[config.mk]
export PLATFORM = sky130hd
export DESIGN_NAME = periodic_task_timer_table
export DESIGN_NICKNAME = d
export VERILOG_FILES = /design/src/hw/rtl/ptt_pkg.sv /design/src/hw/rtl/ptt_datapath.sv /design/src/hw/rtl/ptt_ctrl.sv /design/src/hw/rtl/periodic_task_timer_table.sv
export SDC_FILE = /design/constraint.sdc
export NUM_CORES = 1
export LEC_CHECK = 0
export BUFFER_PORTS_ARGS = -buffer_cell sky130_fd_sc_hd__buf_2
export CORE_AREA = 2 2 168 170
export DETAILED_ROUTE_END_ITERATION = 16
export DIE_AREA = 0 0 170 172
export PLACE_DENSITY = 0.83
export SLEW_MARGIN = 20
export SYNTH_ARGS = -nofsm -noshare
export SYNTH_HDL_FRONTEND = slang
export SYNTH_HIERARCHICAL = 1
export SYNTH_SLANG_ARGS = --single-unit
[constraint.sdc]
create_clock -name aclk -period 4.5 [get_ports aclk]
set_clock_uncertainty 0.1 [all_clocks]
set_input_delay 0.675 -clock aclk [delete_from_list [all_inputs] [get_ports aclk]]
set_output_delay 0.675 -clock aclk [all_outputs]
set_load 0.01 [all_outputs]
[src/hw/rtl/ptt_pkg.sv]
// -----------------------------------------------------------------------------
// ptt_pkg
// Constants, codes and shared types of the periodic task timer table.
// -----------------------------------------------------------------------------
package ptt_pkg;

    localparam int TASK_SLOTS  = 8;
    localparam int PERIOD_BITS = 16;
    localparam int IDX_BITS    = (TASK_SLOTS > 1) ? $clog2(TASK_SLOTS) : 1;
    localparam int FIRED_W     = 8;
    localparam int ID_W        = 4;
    localparam int PERIOD_IN_W = 16;

    // item kinds
    localparam logic [1:0] KIND_TICK  = 2'd0;
    localparam logic [1:0] KIND_START = 2'd1;
    localparam logic [1:0] KIND_STOP  = 2'd2;

    typedef struct packed {
        logic [1:0]             kind;
        logic [ID_W-1:0]        task_id;
        logic [PERIOD_IN_W-1:0] period;
        logic                   one_shot;
    } ptt_item_t;

    typedef struct packed {
        logic               status;
        logic [FIRED_W-1:0] fired_mask;
        logic               timer_enabled;
    } ptt_result_t;

    // controller -> datapath
    typedef struct packed {
        logic                capture;
        logic                exec;
        logic                walk;
        logic [IDX_BITS-1:0] walk_idx;
        logic                out_load;
    } ptt_cmd_t;

    // datapath -> controller
    typedef struct packed {
        logic base_due;
    } ptt_sts_t;

endpackage

[src/hw/rtl/ptt_datapath.sv]
// -----------------------------------------------------------------------------
// ptt_datapath
// Slot tables, prescaler, single countdown unit and result register.
// -----------------------------------------------------------------------------
module ptt_datapath (
    input  logic               aclk,
    input  logic               aresetn,
    input  ptt_pkg::ptt_cmd_t  cmd,
    output ptt_pkg::ptt_sts_t  sts,
    input  ptt_pkg::ptt_item_t item,
    input  logic [7:0]         ticks_per_base,
    output ptt_pkg::ptt_result_t result
);
    import ptt_pkg::*;

    // captured item
    logic [1:0]             kind_reg;
    logic [ID_W-1:0]        id_reg;
    logic [PERIOD_BITS-1:0] period_reg;
    logic                   once_reg;

    // slot tables
    logic [PERIOD_BITS-1:0] slot_period_reg [TASK_SLOTS];
    logic [PERIOD_BITS-1:0] slot_rem_reg    [TASK_SLOTS];
    logic                   slot_once_reg   [TASK_SLOTS];

    logic [TASK_SLOTS-1:0] active_reg, active_next;
    logic [7:0]            pc_reg, pc_next;
    logic                  en_reg, en_next;
    logic                  tick_reg, tick_next;
    logic                  status_reg, status_next;
    logic [FIRED_W-1:0]    fired_reg, fired_next;

    logic                  out_status_reg;
    logic [FIRED_W-1:0]    out_fired_reg;
    logic                  out_en_reg;

    logic                   id_ok;
    logic [IDX_BITS-1:0]    id_sel;
    logic [7:0]             pc_inc;
    logic [PERIOD_BITS-1:0] rem_dec;
    logic                   start_wr;
    logic                   rem_wr;
    logic [PERIOD_BITS-1:0] rem_wdata;
    logic                   en_final;

    assign id_ok   = ({1'b0, id_reg} < (ID_W + 1)'(TASK_SLOTS));
    assign id_sel  = id_reg[IDX_BITS-1:0];
    assign pc_inc  = pc_reg + 8'd1;
    assign rem_dec = slot_rem_reg[cmd.walk_idx] - PERIOD_BITS'(1);

    assign sts.base_due = (kind_reg == KIND_TICK) && en_reg && (pc_inc == ticks_per_base);

    // a base tick ends with ticking off once every slot has gone idle
    assign en_final = tick_reg ? (|active_reg) : en_reg;

    always_comb begin
        integer j;
        active_next = active_reg;
        pc_next     = pc_reg;
        en_next     = en_reg;
        tick_next   = tick_reg;
        status_next = status_reg;
        fired_next  = fired_reg;
        start_wr    = 1'b0;
        rem_wr      = 1'b0;
        rem_wdata   = rem_dec;

        if (cmd.exec) begin
            status_next = 1'b0;
            fired_next  = '0;
            tick_next   = 1'b0;
            case (kind_reg)
                KIND_TICK: begin
                    if (en_reg) begin
                        if (pc_inc == ticks_per_base) begin
                            pc_next   = 8'd0;
                            tick_next = 1'b1;
                        end else begin
                            pc_next = pc_inc;
                        end
                    end
                end
                KIND_START: begin
                    if (!id_ok || (period_reg == '0)) begin
                        status_next = 1'b1;
                    end else begin
                        start_wr            = 1'b1;
                        active_next[id_sel] = 1'b1;
                        en_next             = 1'b1;
                    end
                end
                KIND_STOP: begin
                    if (!id_ok || !active_reg[id_sel]) begin
                        status_next = 1'b1;
                    end else begin
                        active_next[id_sel] = 1'b0;
                        en_next             = |active_next;
                    end
                end
                default: begin
                    status_next = 1'b1;
                end
            endcase
        end

        // one slot per cycle through the shared decrement
        if (cmd.walk && active_reg[cmd.walk_idx]) begin
            rem_wr = 1'b1;
            if (rem_dec == '0) begin
                rem_wdata = slot_period_reg[cmd.walk_idx];
                for (j = 0; j < FIRED_W; j++) begin
                    if (32'(cmd.walk_idx) == j) begin
                        fired_next[j] = 1'b1;
                    end
                end
                if (slot_once_reg[cmd.walk_idx]) begin
                    active_next[cmd.walk_idx] = 1'b0;
                end
            end
        end

        if (cmd.out_load) begin
            en_next = en_final;
        end
    end

    always_ff @(posedge aclk) begin
        if (!aresetn) begin
            active_reg <= '0;
            pc_reg     <= 8'd0;
            en_reg     <= 1'b0;
            tick_reg   <= 1'b0;
            status_reg <= 1'b0;
            fired_reg  <= '0;
        end else begin
            active_reg <= active_next;
            pc_reg     <= pc_next;
            en_reg     <= en_next;
            tick_reg   <= tick_next;
            status_reg <= status_next;
            fired_reg  <= fired_next;
        end
    end

    always_ff @(posedge aclk) begin
        if (cmd.capture) begin
            kind_reg   <= item.kind;
            id_reg     <= item.task_id;
            period_reg <= PERIOD_BITS'(item.period);
            once_reg   <= item.one_shot;
        end
        if (start_wr) begin
            slot_period_reg[id_sel] <= period_reg;
            slot_once_reg[id_sel]   <= once_reg;
        end
        if (start_wr) begin
            slot_rem_reg[id_sel] <= period_reg;
        end else if (rem_wr) begin
            slot_rem_reg[cmd.walk_idx] <= rem_wdata;
        end
        if (cmd.out_load) begin
            out_status_reg <= status_reg;
            out_fired_reg  <= fired_reg;
            out_en_reg     <= en_final;
        end
    end

    assign result.status        = out_status_reg;
    assign result.fired_mask    = out_fired_reg;
    assign result.timer_enabled = out_en_reg;

endmodule

[src/hw/rtl/ptt_ctrl.sv]
// -----------------------------------------------------------------------------
// ptt_ctrl
// Sequencer: capture, execute, slot walk and result handoff.
// -----------------------------------------------------------------------------
module ptt_ctrl (
    input  logic              aclk,
    input  logic              aresetn,
    input  logic              s_tvalid,
    output logic              s_tready,
    output logic              m_tvalid,
    input  logic              m_tready,
    output ptt_pkg::ptt_cmd_t cmd,
    input  ptt_pkg::ptt_sts_t sts
);
    import ptt_pkg::*;

    localparam logic [1:0] S_IDLE = 2'd0;
    localparam logic [1:0] S_EXEC = 2'd1;
    localparam logic [1:0] S_WALK = 2'd2;
    localparam logic [1:0] S_OUT  = 2'd3;

    localparam logic [IDX_BITS-1:0] IDX_LAST = IDX_BITS'(TASK_SLOTS - 1);

    logic [1:0]          state_reg, state_next;
    logic [IDX_BITS-1:0] idx_reg, idx_next;
    logic                out_valid_reg, out_valid_next;

    always_comb begin
        state_next   = state_reg;
        idx_next     = idx_reg;
        s_tready     = 1'b0;
        cmd          = '0;
        cmd.walk_idx = idx_reg;
        case (state_reg)
            S_IDLE: begin
                s_tready = 1'b1;
                if (s_tvalid) begin
                    cmd.capture = 1'b1;
                    state_next  = S_EXEC;
                end
            end
            S_EXEC: begin
                cmd.exec = 1'b1;
                if (sts.base_due) begin
                    idx_next   = '0;
                    state_next = S_WALK;
                end else begin
                    state_next = S_OUT;
                end
            end
            S_WALK: begin
                cmd.walk = 1'b1;
                if (idx_reg == IDX_LAST) begin
                    state_next = S_OUT;
                end else begin
                    idx_next = idx_reg + IDX_BITS'(1);
                end
            end
            S_OUT: begin
                if (!out_valid_reg || m_tready) begin
                    cmd.out_load = 1'b1;
                    state_next   = S_IDLE;
                end
            end
            default: begin
                state_next = S_IDLE;
            end
        endcase
    end

    assign out_valid_next = cmd.out_load ? 1'b1 : (m_tready ? 1'b0 : out_valid_reg);
    assign m_tvalid       = out_valid_reg;

    always_ff @(posedge aclk) begin
        if (!aresetn) begin
            state_reg     <= S_IDLE;
            idx_reg       <= '0;
            out_valid_reg <= 1'b0;
        end else begin
            state_reg     <= state_next;
            idx_reg       <= idx_next;
            out_valid_reg <= out_valid_next;
        end
    end

endmodule

[src/hw/rtl/periodic_task_timer_table.sv]
// -----------------------------------------------------------------------------
// periodic_task_timer_table: start/stop/tick timer table with prescaler
// Sequence: capture, execute, a walk of every slot on a base tick, then the result register.
// Transactions are taken one at a time; the next is taken once the previous result is loaded.
// Reset (aresetn low, synchronous): slots idle, ticking off, prescaler 0, ticks_per_base 1.
// -----------------------------------------------------------------------------
module periodic_task_timer_table (
    input  logic        aclk,
    input  logic        aresetn,
    // input stream
    input  logic        s_tvalid,
    output logic        s_tready,
    input  logic [23:0] s_tdata,   // task_id[3:0], period[19:4], one_shot[20], zero[23:21]
    input  logic [1:0]  s_tuser,   // kind[1:0]
    // result stream
    output logic        m_tvalid,
    input  logic        m_tready,
    output logic [15:0] m_tdata,   // status[0], fired_mask[8:1], timer_enabled[9], zero[15:10]
    // register port
    input  logic        psel,
    input  logic        penable,
    input  logic        pwrite,
    input  logic [2:0]  paddr,
    input  logic [31:0] pwdata,
    output logic [31:0] prdata,
    output logic        pready
);
    import ptt_pkg::*;

    localparam logic REG_TICKS_PER_BASE = 1'b0;

    ptt_cmd_t    cmd;
    ptt_sts_t    sts;
    ptt_item_t   item;
    ptt_result_t result;

    logic [7:0] tpb_reg, tpb_next;
    logic       cfg_wr;

    // Register write: completes in the access phase, pready tied high.
    assign pready   = 1'b1;
    assign cfg_wr   = psel && penable && pwrite && (paddr[2] == REG_TICKS_PER_BASE);
    assign tpb_next = cfg_wr ? pwdata[7:0] : tpb_reg;
    assign prdata   = (paddr[2] == REG_TICKS_PER_BASE) ? {24'd0, tpb_reg} : 32'd0;

    always_ff @(posedge aclk) begin
        if (!aresetn) begin
            tpb_reg <= 8'd1;
        end else begin
            tpb_reg <= tpb_next;
        end
    end

    // Unpack the input transaction.
    assign item.kind     = s_tuser;
    assign item.task_id  = s_tdata[3:0];
    assign item.period   = s_tdata[19:4];
    assign item.one_shot = s_tdata[20];

    // Sequencer owns both handshakes; the result register decouples the output side
    // so a new transaction is taken while the previous result waits.
    ptt_ctrl u_ctrl (
        .aclk     (aclk),
        .aresetn  (aresetn),
        .s_tvalid (s_tvalid),
        .s_tready (s_tready),
        .m_tvalid (m_tvalid),
        .m_tready (m_tready),
        .cmd      (cmd),
        .sts      (sts)
    );

    // Slot tables, prescaler and the countdown walked one slot per cycle.
    ptt_datapath u_dp (
        .aclk           (aclk),
        .aresetn        (aresetn),
        .cmd            (cmd),
        .sts            (sts),
        .item           (item),
        .ticks_per_base (tpb_reg),
        .result         (result)
    );

    assign m_tdata = {6'd0, result.timer_enabled, result.fired_mask, result.status};

endmodule

==> impl_metrics.env, run 1 <==
export IMPL_first_pass_iters=6
export IMPL_area_delta_synth_final_pct=13.21
export IMPL_placed_cell_area_um2=15470
export IMPL_worstPathCellList="buf_4 -> nor2b_1 -> a22o_1 -> a211o_1 -> inv_1 -> ha_1 -> or4b_2 -> nor4_1 -> nand4_1 -> a2111oi_4 -> buf_6 -> mux2i_1 -> mux2_2"
export IMPL_crit_path_start_kind="flip-flop"
export IMPL_whs_path_depth=1
export IMPL_ys_seq_area_frac=0.6633
export IMPL_finalCriticalPeriod_ps=4405
export IMPL_numCtsBuffers=34
export IMPL_max_slew_margin_rel=0.2976
export IMPL_crit_fanout=24
export IMPL_critical_path_top_delay_family="simple AND/OR/NAND/NOR gates"
export IMPL_clock_latency_ps=530
export IMPL_power_density_nw_per_um2=471.6
export IMPL_r2r_start="u_ctrl/idx_reg[2]"
export IMPL_syn_cell_area_um2=14680
export IMPL_worstSetupPathDepth=13
export IMPL_endpoint_kind="flip-flop"
export IMPL_core_um2=27480
export IMPL_syn_avg_cell_area_um2=14.73
export IMPL_clkTransAtPathRegs_ps=60
export IMPL_fin_crit_sh=0.9788
export IMPL_die_y_um=172
export IMPL_ys_ff_latch=338
export IMPL_synthArstFlopShare=0
export IMPL_design_area_um2=16620
export IMPL_synth_warnings=6
export IMPL_die_area_um2=29240
export IMPL_synth_main_ff_cell="edfxtp_1"
export IMPL_holdBufCountCts=0
export IMPL_leakagePower_nw=5.655
export IMPL_synth_cell_types=70
export IMPL_start_util=0.5344
export IMPL_wire_per_inst_um=22.40
export IMPL_hpwl_um=20020
export IMPL_timing_critical_path_buf_inv=3
export IMPL_power_mw=7.838
export IMPL_num_rows=61
export IMPL_yosys_area_top_type_share=0.6074
export IMPL_final_cells=1473
export IMPL_cp_required_ps=4650
export IMPL_hold_start="s_tdata[16]"
export IMPL_cts_root_buf="clkbuf_16"
export IMPL_place_gp_congestion=0.8330
export IMPL_grt_pass1_vias=8952
export IMPL_antenna_found_initial=0
export IMPL_slowest_delay_ps=610
export IMPL_io_buffers=58
export IMPL_crit_reg2reg_capture="u_dp/slot_rem_reg[5][5]"
export IMPL_worst_setup_path_type="reg -> reg"
export IMPL_report_final_slew_viol_count=0
export IMPL_hold_path_class="in -> reg"
export IMPL_antenna_cells=0
export IMPL_ys_top_cells_by_count="edfxtp_1 (297), nand2_1 (74), nor2_1 (56), mux2i_1 (49)"
export IMPL_finalSetupViolations=0
export IMPL_max_cap_violations=0
export IMPL_cts_max_path_buffers=3
export IMPL_drive_above_1_share=0.2201
export IMPL_htree_num_levels=2
export IMPL_post_place_ws_ps=1.234
export IMPL_arrival_ps=4550
export IMPL_ant_nets=0
export IMPL_ir_worst_vdd_mv=0.4163
export IMPL_critPathSlowestCell="or4b_2"
export IMPL_grt_overflow_total=0
export IMPL_first_iter_violations=1095
export IMPL_grt_max_degree=50
export IMPL_die_x_um=170
export IMPL_post_place_cells=1408
export IMPL_synth_edff_count=297
export IMPL_status="finished clean"
export IMPL_track_usage=0.2269
export IMPL_num_io_pins=119
export IMPL_r2r_slack_ps=100
export IMPL_worstMarginPinSlew_ps=1054
export IMPL_num_vias=9141
export IMPL_yosysMostFrequentCell="edfxtp_1"
export IMPL_grt_pass1_wl_um=50250
export IMPL_ff2ff_path_depth=13
export IMPL_fmax_mhz=227.0
export IMPL_hold_viol_final=0
export IMPL_viasPerCell=6.206
export IMPL_layout_nets=1183
export IMPL_finalWorstSetupSlack_ps=95.46
export IMPL_cts_sinks=338
export IMPL_wirelength_um=33000
export IMPL_whs_endpoint="u_dp/period_reg[12]"
export IMPL_drc=0
export IMPL_synthTopCellsByArea="edfxtp_1 (61%), mux4_2 (6.3%), dfxtp_1 (5.6%)"
export IMPL_syn_inst=997
export IMPL_synth_top_area_cell="edfxtp_1"
export IMPL_cts_tree="yes"
-- where the power goes --
group	internal, mW	switching (mW)	total [mW]
registers	3.66	0.181	3.85
clock network	1.56	1.18	2.74
logic	0.549	0.701	1.25
total	5.77	2.06	7.84
-- cells by family after synthesis --
logic type	share of synthesized area
mux	0.1147
buf+inv	0.03536
flops	0.6633
fa+ha+maj	0.01108
compound gates	0.06758
xor+xnor	0.01193
simple gates	0.09553
other cells	0.0005115
-- cell type report --
| cell class | count | area (um^2) |
|---|---|---|
| Sequential cell | 338 | 9747 |
| Clock inverter | 19 | 170.2 |
| Timing Repair Buffer | 117 | 782.0 |
| Inverter | 12 | 45.04 |
| Multi-Input combinational cell | 599 | 4543 |
| Clock buffer | 42 | 902.1 |
| Tap cell | 346 | 432.9 |
| Fill cell | 1914 | 10850 |
-- layer usage --
metal  up-vias  track usage  share of wire
met5         -            0              0
met4         0       0.1011          0.037
met2       591       0.3803           0.49
met3        89      0.03662          0.086
met1      4491       0.2954           0.39
li1       3970            -              -
-- layout by cell type (no fill, tap or decap), types with 8 or more instances in the layout --
cell type  instances
mux2i_1           49
inv_1              8
o22ai_1           16
xnor2_1           13
buf_2             58
mux4_2            41
clkinv_1           8
and2b_2            9
buf_4             55
nand3_1           13
o21ai_0           26
a21boi_1           8
mux2_1            12
ha_1              13
nand2b_1          14
and2_1            11
nor2b_1           19
conb_1            31
nor3_1            22
nor2_1            56
dfxtp_1           39
nor4_1             9
mux2_2            12
a31oi_1           11
edfxtp_1         297
a21oi_1           40
nand2_1           74
clkbuf_16         35
-- how the worst max path moves through the flow --
stage                       from                       to
6_report       u_ctrl/idx_reg[2]  u_dp/slot_rem_reg[5][5]
3_3_place_gp   u_ctrl/idx_reg[0]  u_dp/slot_rem_reg[6][1]
4_1_cts        u_ctrl/idx_reg[0]  u_dp/slot_rem_reg[7][5]
3_5_place_dp   u_ctrl/idx_reg[0]  u_dp/slot_rem_reg[1][1]
2_1_floorplan  u_ctrl/idx_reg[0]  u_dp/slot_rem_reg[0][2]
5_1_grt        u_ctrl/idx_reg[2]  u_dp/slot_rem_reg[4][5]
-- repair_timing --
item / in CTS / in global routing
setup endpoints to repair: 32 / 86
endpoints found under the hold margin: 0 / 0
buffers inserted: 1 / 3
resized for setup: 0 / 2
-- through the flow --
stage | hold WS [ps] | setup TNS, ps | util
after floorplan | 303.0 | 0 | -
after global placement | 308.3 | 0 | 0.5630
after detailed placement | 317.3 | 0 | 0.5630
after CTS | 211.2 | 0 | 0.6030
after global routing | 210.2 | -154.1 | 0.6050
final | 223.3 | 0 | 0.6050
Power figures use the tool's default switching activity.
==> inputs of run 2 (changes only) <==
- ABC_AREA: unset -> 1
- CORE_AREA: 2 2 168 170 -> 2 2 172 174
- DIE_AREA: 0 0 170 172 -> 0 0 174 176
- PLACE_DENSITY: 0.83 -> 0.77
==> impl_metrics.env, run 2 <==
export IMPL_status="finished clean"
export IMPL_hold_path_class="in -> reg"
export IMPL_synth_cell_types=42
export IMPL_wire_per_inst_um=17.74
export IMPL_die_x_um=174
export IMPL_finalSetupViolations=0
export IMPL_ant_nets=0
export IMPL_leakagePower_nw=6.697
export IMPL_synth_main_ff_cell="edfxtp_1"
export IMPL_grtUsageMet2=0.3875
export IMPL_cts_root_buf="clkbuf_16"
export IMPL_fillers=2338
export IMPL_fin_crit_sh=0.8833
export IMPL_slowest_delay_ps=620
export IMPL_drive_above_1_share=0.1106
export IMPL_num_vias=11040
export IMPL_grt_pass1_wl_um=56030
export IMPL_track_usage=0.2326
export IMPL_final_common_cell="nand2_1"
export IMPL_grt_max_degree=65
export IMPL_fmax_mhz=251.6
export IMPL_viasPerCell=5.513
export IMPL_num_io_pins=119
export IMPL_yosysMostFrequentCell="nand2_1"
export IMPL_die_area_um2=30620
export IMPL_io_buffers=58
export IMPL_max_slew_margin_rel=0.5552
export IMPL_hold_viol_final=0
export IMPL_start_util=0.5387
export IMPL_grt_util_met3=0.03187
export IMPL_area_delta_synth_final_pct=10.90
export IMPL_syn_cell_area_um2=15380
export IMPL_first_iter_violations=1064
export IMPL_hpwl_um=22460
export IMPL_top_usage_layer="met2"
export IMPL_endpoint_kind="flip-flop"
export IMPL_crit_path_start_kind="flip-flop"
export IMPL_antenna_found_initial=0
export IMPL_grt_overflow_total=0
export IMPL_synthArstFlopShare=0
export IMPL_syn_avg_cell_area_um2=10.07
export IMPL_rsz0062_at_grt="false"
export IMPL_place_gp_congestion=0.9339
export IMPL_power_density_nw_per_um2=584.0
export IMPL_fin_setup_tns_ps=0
export IMPL_ys_seq_area_frac=0.6334
export IMPL_synth_edff_count=297
export IMPL_ir_worst_vdd_mv=0.4305
export IMPL_synth_warnings=6
export IMPL_power_mw=9.959
export IMPL_regArea_um2=9742
export IMPL_post_cts_resized=0
export IMPL_clkTransAtPathRegs_ps=60
export IMPL_finalCriticalPeriod_ps=3975
export IMPL_numCtsBuffers=35
export IMPL_use_met1=0.3179
export IMPL_grt_pass1_vias=10440
export IMPL_worst_setup_path_type="reg -> reg"
export IMPL_crit_fanout=17
export IMPL_syn_inst=1527
export IMPL_critPathSlowestCell="nor4_1"
export IMPL_clock_latency_ps=520
export IMPL_synthTopCellsByArea="edfxtp_1 (58%), nand2_1 (13%), dfxtp_1 (5.3%)"
export IMPL_ys_ff_latch=338
export IMPL_wirelength_um=35530
export IMPL_core_um2=28550
export IMPL_cts_sinks=338
export IMPL_drc=0
export IMPL_cp_required_ps=4680
export IMPL_multi_input_area_um2=4812
export IMPL_worstMarginPinSlew_ps=662.1
export IMPL_holdBufCountCts=0
export IMPL_max_cap_violations=0
export IMPL_antenna_cells=0
export IMPL_arrival_ps=4150
export IMPL_cts_tree="yes"
export IMPL_report_final_slew_viol_count=0
export IMPL_crit_top_cell="nand4_1"
export IMPL_htree_num_levels=2
export IMPL_cts_setup_buffers=0
export IMPL_synth_top_area_cell="edfxtp_1"
export IMPL_ys_top_cells_by_count="nand2_1 (526), edfxtp_1 (297), nand3_1 (109), inv_1 (93), nor2_1 (83)"
export IMPL_most_common_layout_cells="nand2_1 (526), edfxtp_1 (297), nand3_1 (109)"
export IMPL_yosys_area_top_type_share=0.5800
export IMPL_first_pass_iters=5
export IMPL_cts_max_path_buffers=3
export IMPL_worstPathCellList="nor4_1 -> nand4_1 -> nand4_1 -> nand4_1 -> buf_4 -> inv_1 -> nand3_1 -> nand2_1"
export IMPL_num_rows=62
export IMPL_layout_nets=1675
export IMPL_die_y_um=176
-- run 2: metrics by stage --
| stage | utilization | hold slack (ps) | std cells | setup slack [ps] | instance area (um^2) |
|---|---|---|---|---|---|
| floorplan | - | 303.0 | 1556 | 1364 | 15490 |
| global placement | 0.5600 | 317.8 | 1941 | 768.4 | 15990 |
| detailed placement | 0.5600 | 316.8 | 1941 | 708.1 | 15990 |
| CTS | 0.5974 | 214.1 | 2003 | 680.1 | 17050 |
| global route | 0.5974 | 212.8 | 2003 | 306.9 | 17050 |
| finish | 0.5974 | 230.1 | 2003 | 525.4 | 17050 |
-- run 2: final cells by class --
cell class,instances,area share
sequential,338,0.5712
tap,384,0.02817
timing repair buffer,95,0.03404
inverter,98,0.02186
clock inverter,19,0.008144
clock buffer,43,0.05437
multi-input combinational,1026,0.2822
-- run 2: worst paths after layout --
path         slack (ps)  cells after the start               start                 endpoint
min                 230                      1         s_tdata[10]       u_dp/period_reg[6]
min reg2reg         340                      0   u_dp/fired_reg[5]    u_dp/out_fired_reg[5]
max                 530                      8  u_dp/period_reg[3]  u_dp/slot_rem_reg[1][7]
max reg2reg         530                      8  u_dp/period_reg[3]  u_dp/slot_rem_reg[1][7]
-- run 2: power by group --
part,total [mW],internal (mW),switching (mW)
Sequential,3.91,3.74,0.172
Combinational,3.36,0.950,2.41
Clock,2.68,1.53,1.15
Total,9.96,6.22,3.74
-- run 2: kinds of logic after synthesis --
| logic type | Yosys count | synth area share |
|---|---|---|
| AO/OA/AOI/OAI | 186 | 0.07250 |
| buffers and inverters | 192 | 0.06127 |
| adder cells (fa/ha/maj) | 13 | 0.01058 |
| other | 2 | 0.0004884 |
| AND/OR/NAND/NOR | 786 | 0.2161 |
| XOR/XNOR | 10 | 0.005696 |
| flip-flops | 338 | 0.6334 |
-- run 2: layer usage --
metal / part of all wire / up-vias
met4: 0.027 / 0
li1: - / 5288
met1: 0.42 / 5205
met2: 0.48 / 479
met3: 0.073 / 70
met5: 0 / -
-- run 2: critical path: cells and delay by family (launching register included) --
family | cells | cell delay [ps]
simple gates | 6 | 2350
buf+inv | 2 | 730
flops | 1 | 550
